**config.mk**
```make
export PLATFORM = sky130hd
export DESIGN_NAME = etca_tangent
export DESIGN_NICKNAME = d
export VERILOG_FILES = /design/src/rtl/etca_pkg.sv /design/src/rtl/etca_tangent.sv
export SDC_FILE = /design/constraint.sdc
export NUM_CORES = 2
export LEC_CHECK = 0
export BUFFER_PORTS_ARGS = -buffer_cell sky130_fd_sc_hd__buf_2
export CORE_UTILIZATION = 46
export CTS_CLUSTER_DIAMETER = 30
export DETAILED_ROUTE_END_ITERATION = 8
export PLACE_DENSITY_LB_ADDON = 0.15
export SLEW_MARGIN = 15
export SYNTH_ARGS = -nofsm -noshare
export SYNTH_HDL_FRONTEND = slang
export SYNTH_SLANG_ARGS = --single-unit
```
**constraint.sdc**
```tcl
create_clock -name clk -period 18.1 [get_ports clk]
set_input_delay 2.715 -clock clk [delete_from_list [all_inputs] [get_ports clk]]
set_output_delay 2.715 -clock clk [all_outputs]
set_load 0.05 [all_outputs]
```
**src/rtl/etca_pkg.sv**
```systemverilog
package etca_pkg;

  localparam int IDX_W   = 10;
  localparam int COORD_W = 32;
  localparam int TAN_W   = 18;
  localparam int SUM_W   = 32;
  localparam int ONE_Q16 = 65536;

  localparam int IN_DATA_W  = 152;
  localparam int OUT_DATA_W = 104;

  localparam int ROOT_STEPS = 32;
  localparam int DIV_STEPS  = 17;

  typedef enum logic [1:0] {
    OP_CLEAR = 2'd0,
    OP_EDGE  = 2'd1,
    OP_READ  = 2'd2,
    OP_NONE  = 2'd3
  } op_t;

  typedef enum logic [3:0] {
    S_IDLE,
    S_CLEAR,
    S_CLEAR_WAIT,
    S_TANGENT,
    S_RD0,
    S_WR0,
    S_RD1,
    S_WR1,
    S_READ,
    S_READ_DATA,
    S_FIN
  } ctrl_state_t;

  typedef enum logic [2:0] {
    TS_IDLE,
    TS_NORM,
    TS_SQX,
    TS_SQY,
    TS_ROOT,
    TS_DIV_LOAD,
    TS_DIV,
    TS_DONE
  } tan_state_t;

  typedef struct packed {
    logic                     valid;
    logic                     degenerate;
    logic signed [TAN_W-1:0]  tangent_x;
    logic signed [TAN_W-1:0]  tangent_y;
  } tan_res_t;

  typedef struct packed {
    logic rd_en;
    logic wr_en;
    logic clear;
  } store_req_t;

  function automatic logic signed [SUM_W-1:0] sat_add(
    input logic signed [SUM_W-1:0] a,
    input logic signed [TAN_W-1:0] b
  );
    logic signed [SUM_W:0] r;
    r = (SUM_W+1)'(a) + (SUM_W+1)'(b);
    if (r[SUM_W] != r[SUM_W-1]) begin
      sat_add = r[SUM_W] ? {1'b1, {(SUM_W-1){1'b0}}} : {1'b0, {(SUM_W-1){1'b1}}};
    end else begin
      sat_add = r[SUM_W-1:0];
    end
  endfunction

endpackage

```
**src/rtl/etca_tangent.sv**
```systemverilog
module etca_tangent (
  input  logic                                clk,
  input  logic                                rst,
  input  logic                                start,
  input  logic signed [etca_pkg::COORD_W-1:0] first_x,
  input  logic signed [etca_pkg::COORD_W-1:0] first_y,
  input  logic signed [etca_pkg::COORD_W-1:0] second_x,
  input  logic signed [etca_pkg::COORD_W-1:0] second_y,
  output etca_pkg::tan_res_t                  res
);

  etca_pkg::tan_state_t state, state_next;

  logic [31:0] mx, my;
  logic        negx, negy, degen, sel_y;
  logic [63:0] acc, root, rbit;
  logic [4:0]  cnt;
  logic [31:0] rem;
  logic [16:0] num_lo, quo, qx, qy;

  logic signed [32:0] dx, dy;
  logic [31:0]        mmax;
  logic [30:0]        mul_op;
  logic [61:0]        prod;
  logic [63:0]        alu_a, alu_b;
  logic [64:0]        alu_diff;
  logic               alu_ge;
  logic [47:0]        div_num;
  logic [16:0]        q_new, q_sat;

  assign dx   = 33'(second_x) - 33'(first_x);
  assign dy   = 33'(second_y) - 33'(first_y);
  assign mmax = (mx > my) ? mx : my;

  // shared multiplier for the two squares
  assign mul_op = (state == etca_pkg::TS_SQY) ? my[30:0] : mx[30:0];
  assign prod   = mul_op * mul_op;

  // shared subtract and compare, used by the root and the division steps
  always_comb begin
    alu_a = '0;
    alu_b = '0;
    if (state == etca_pkg::TS_ROOT) begin
      alu_a = acc;
      alu_b = root + rbit;
    end else if (state == etca_pkg::TS_DIV) begin
      alu_a = 64'({rem, num_lo[16]});
      alu_b = 64'(root[31:0]);
    end
  end
  assign alu_diff = {1'b0, alu_a} - {1'b0, alu_b};
  assign alu_ge   = ~alu_diff[64];

  assign div_num = {(sel_y ? my : mx), 16'd0} + 48'(root[31:1]);
  assign q_new   = {quo[15:0], alu_ge};
  assign q_sat   = (q_new > 17'(etca_pkg::ONE_Q16)) ? 17'(etca_pkg::ONE_Q16) : q_new;

  always_ff @(posedge clk) begin
    if (rst) begin
      state <= etca_pkg::TS_IDLE;
    end else begin
      state <= state_next;
    end
  end

  always_comb begin
    state_next = state;
    unique case (state)
      etca_pkg::TS_IDLE: begin
        if (start) begin
          state_next = (dx == '0 && dy == '0) ? etca_pkg::TS_DONE : etca_pkg::TS_NORM;
        end
      end
      etca_pkg::TS_NORM: begin
        if (mmax < 32'h8000_0000 && mmax >= 32'h4000_0000) begin
          state_next = etca_pkg::TS_SQX;
        end
      end
      etca_pkg::TS_SQX:      state_next = etca_pkg::TS_SQY;
      etca_pkg::TS_SQY:      state_next = etca_pkg::TS_ROOT;
      etca_pkg::TS_ROOT: begin
        if (cnt == 5'(etca_pkg::ROOT_STEPS - 1)) begin
          state_next = etca_pkg::TS_DIV_LOAD;
        end
      end
      etca_pkg::TS_DIV_LOAD: state_next = etca_pkg::TS_DIV;
      etca_pkg::TS_DIV: begin
        if (cnt == 5'(etca_pkg::DIV_STEPS - 1)) begin
          state_next = sel_y ? etca_pkg::TS_DONE : etca_pkg::TS_DIV_LOAD;
        end
      end
      etca_pkg::TS_DONE:     state_next = etca_pkg::TS_IDLE;
      default:               state_next = etca_pkg::TS_IDLE;
    endcase
  end

  always_ff @(posedge clk) begin
    unique case (state)
      etca_pkg::TS_IDLE: begin
        if (start) begin
          mx    <= dx[32] ? 32'(-dx) : 32'(dx);
          my    <= dy[32] ? 32'(-dy) : 32'(dy);
          negx  <= dx[32];
          negy  <= dy[32];
          degen <= (dx == '0 && dy == '0);
          sel_y <= 1'b0;
          qx    <= '0;
          qy    <= '0;
        end
      end
      etca_pkg::TS_NORM: begin
        // single right shift while above range, coarse left shift while far below range, then single left steps
        if (mmax >= 32'h8000_0000) begin
          mx <= mx >> 1;
          my <= my >> 1;
        end else if (mmax < 32'h0040_0000) begin
          mx <= mx << 8;
          my <= my << 8;
        end else if (mmax < 32'h4000_0000) begin
          mx <= mx << 1;
          my <= my << 1;
        end
      end
      etca_pkg::TS_SQX: begin
        acc <= 64'(prod);
      end
      etca_pkg::TS_SQY: begin
        acc  <= acc + 64'(prod);
        root <= '0;
        rbit <= 64'h4000_0000_0000_0000;
        cnt  <= '0;
      end
      etca_pkg::TS_ROOT: begin
        if (alu_ge) begin
          acc  <= alu_diff[63:0];
          root <= (root >> 1) + rbit;
        end else begin
          root <= root >> 1;
        end
        rbit <= rbit >> 2;
        cnt  <= cnt + 1'b1;
      end
      etca_pkg::TS_DIV_LOAD: begin
        rem    <= 32'(div_num[47:17]);
        num_lo <= div_num[16:0];
        quo    <= '0;
        cnt    <= '0;
      end
      etca_pkg::TS_DIV: begin
        rem    <= alu_ge ? alu_diff[31:0] : {rem[30:0], num_lo[16]};
        num_lo <= num_lo << 1;
        quo    <= q_new;
        cnt    <= cnt + 1'b1;
        if (cnt == 5'(etca_pkg::DIV_STEPS - 1)) begin
          if (sel_y) begin
            qy <= q_sat;
          end else begin
            qx    <= q_sat;
            sel_y <= 1'b1;
          end
        end
      end
      etca_pkg::TS_DONE: begin
      end
      default: begin
      end
    endcase
  end

  assign res.valid      = (state == etca_pkg::TS_DONE);
  assign res.degenerate = degen;
  assign res.tangent_x  = negx ? -$signed(18'(qx)) : $signed(18'(qx));
  assign res.tangent_y  = negy ? -$signed(18'(qy)) : $signed(18'(qy));

endmodule

```
==> results.txt <==
Status - completed
Multi-input gate area - 0.04823 sq mm
Most frequent CP cell - fa_1
Maximum clock path buffer count - 3
CTS clock-pin slew for the worst setup and hold paths - 0.05 ns
Most frequent cells in the layout - 1114 x inv_1, 798 x nand2_1, 748 x fa_1, 655 x nor2_1, 582 x ha_1
Synth area leader - fa_1
Post-route cell area - 0.06967 sq mm
Fin crit share - 78.49%
Util after Layout - 50.73%
Syn-to-layout area delta - 9.611%
Wire per inst - 22.50 um
Row count - 136
Mapped Cells - 7527
Flops & latches, synth - 335
Fillers - 13230
Starting Density - 46.28%
Routed Antenna Nets - 0
Tot GR Track Use - 30.29%
Core Area - 0.1373 sq mm
Synth cell types - 91
CTS Root Cell - clkbuf_16
Worst setup SP type - flip-flop
Remaining Overflow, GRT - 0
Yosys top cell area share - 23.56%
Setup crit end kind - flip-flop
Clk sinks - 335
Clock skew - 0.02806 ns
Vias per std cell - 5.816
Global-route wire length before repair - 326.8 mm
Largest net degree at the start of global routing - 88
Worst Hold Class - reg2reg
Initial antenna violation count - 4
Endpoints failing hold - 0
DP Cell Count - 9249
Max_cap viols - 0
CTS resizes - 0
Max Freq - 70.39 MHz
Top cells by area, synth - fa_1 24%, edfxtp_1 16%, ha_1 11%
Die ar. - 0.1397 sq mm
Total Nets Final - 9019
Setup TNS - 0 ns
CTS tree - yes
Seq/Total Area, Yosys - 15.78%
Kind of critical path - reg2reg
Crit-path max cell delay - 1.04 ns
H-tree levels - 3
Chip height - 373.7 um
Post-synth ARST share - 0%
Minimum clock period - 14.21 ns
IO Pins - 169
Routability congestion estimate - 0.9684
Mapped cell area - 0.06356 sq mm
RSZ-0062 raised after global routing - false
Clk_lat worst skew - 0.71 ns
CTS buffer count - 101
Max Slew Vio Count - 0
Via count - 54890
Yosys Warn Count - 0
Post-synth EDFFs - 332
TritonRoute pass-1 iters - 6
# Post-CTS Setup Buffers - 0
Port Buf Inserts - 168
Non-filler cells, final - 9438
Iteration-0 DRC count of the detailed router - 4398
Final Setup Violations - 0
Slowest stage cell, crit path - clkinv_1
Least-Margin Pin Slew - 1.265 ns
WL final - 212.4 mm
Arrival time worst endpoint - 14.67 ns
Synthesized Nets - 8988
# DRC - 0
Layout cells sized above 1 - 6.832%
Max Fanout on Critical Path - 39
Dominant register cell in the synthesized netlist - edfxtp_1
DIE WIDTH - 373.7 um
DP Area - 0.06626 sq mm
CTS Hold Bufs - 0
Syn Area/Cell - 8.444 sq um
CP required - 18.56 ns
Rel. slew slack - 14.90%
Vias in the first global route - 54690
Detail Placement HPWL - 166.9 mm
Most common cell after layout, fill and taps aside - inv_1
Sequential cell area - 0.01003 sq mm
-- path summary, 6_finish.rpt --
| check | startpoint | endpoint | slack, ns | depth (start not counted) |
|---|---|---|---|---|
| max | state[1] | acc[61] | 3.89 | 40 |
| max reg2reg | state[1] | acc[61] | 3.89 | 40 |
| min reg2reg | num_lo[2] | num_lo[3] | 0.51 | 2 |
| min | num_lo[2] | num_lo[3] | 0.51 | 2 |
-- synth_stat cells (38+ instances only) --
library cell / number
nor3_1: 112
o21bai_1: 58
edfxtp_1: 332
a211oi_1: 97
or3_1: 42
o21ai_0: 356
a31oi_1: 116
a21o_1: 149
nand2_1: 802
mux2i_1: 108
xnor2_1: 268
fa_1: 748
and2_1: 105
a21boi_0: 45
a22oi_1: 39
o21a_1: 41
xor2_1: 183
inv_1: 1117
o31ai_1: 38
nor2_1: 660
ha_1: 582
and3_1: 47
nand2b_1: 43
nor2b_1: 51
a211o_1: 39
nand4_1: 83
nand3_1: 149
clkbuf_1: 288
a21oi_1: 378
-- per-layer routing --
layer  track usage [%]  part of all wire [%]
met4             11.10                   4.0
met2             49.32                    46
met5                 0                 0.013
met3             5.049                   7.3
met1             40.41                    43
-- state kept, by name (all words and copies together), names as in the netlist --
register / count
negy: 1
sel_y: 1
qy: 17
state: 3
rem: 32
qx: 17
degen: 1
rbit: 32
root: 64
cnt: 5
my: 32
acc: 64
mx: 32
quo: 16
num_lo: 17
negx: 1
-- cell families after synthesis --
family	Yosys count	share of synthesized area (%)
AND/OR/NAND/NOR	2201	15.64
AO/OA/AOI/OAI	1625	16.62
buffers and inverters	1457	8.674
adder cells (fa/ha/maj)	1330	35.02
XOR/XNOR	451	6.215
flip-flops	335	15.78
multiplexers	128	2.055
-- stage by stage --
step | setup slack [ns] | hold WS, ns
floorplan | 6.702 | 0.4836
global placement | 4.177 | 0.4975
detailed placement | 4.143 | 0.4972
CTS | 4.024 | 0.5179
global route | 3.399 | 0.5420
finish | 3.892 | 0.5122
-- critical path, delay by kind of cell (launching register included) --
family | cells | cell delay, ns
muxes | 1 | 0.12
and+or+nand+nor | 9 | 2.80
buffers and inverters | 5 | 1.62
AOI/OAI and AO/OA | 14 | 3.27
xor gates and xnor gates | 1 | 0.41
adders and majority gates | 10 | 4.85
DFF | 1 | 0.79
-- final cells by class --
cell class / instances / share of cell area (%)
diodes: 3 / 0.01078
clock buffers: 117 / 3.714
clock inverters: 69 / 1.167
inverters: 1127 / 6.078
multi-input cells: 5735 / 69.23
flip-flops and latches: 335 / 14.40
well taps: 1794 / 3.222
repair buffers: 258 / 2.177
Power is not shown: default switching activity piles up to over one toggle a cycle in this logic, so the estimate is an artifact.
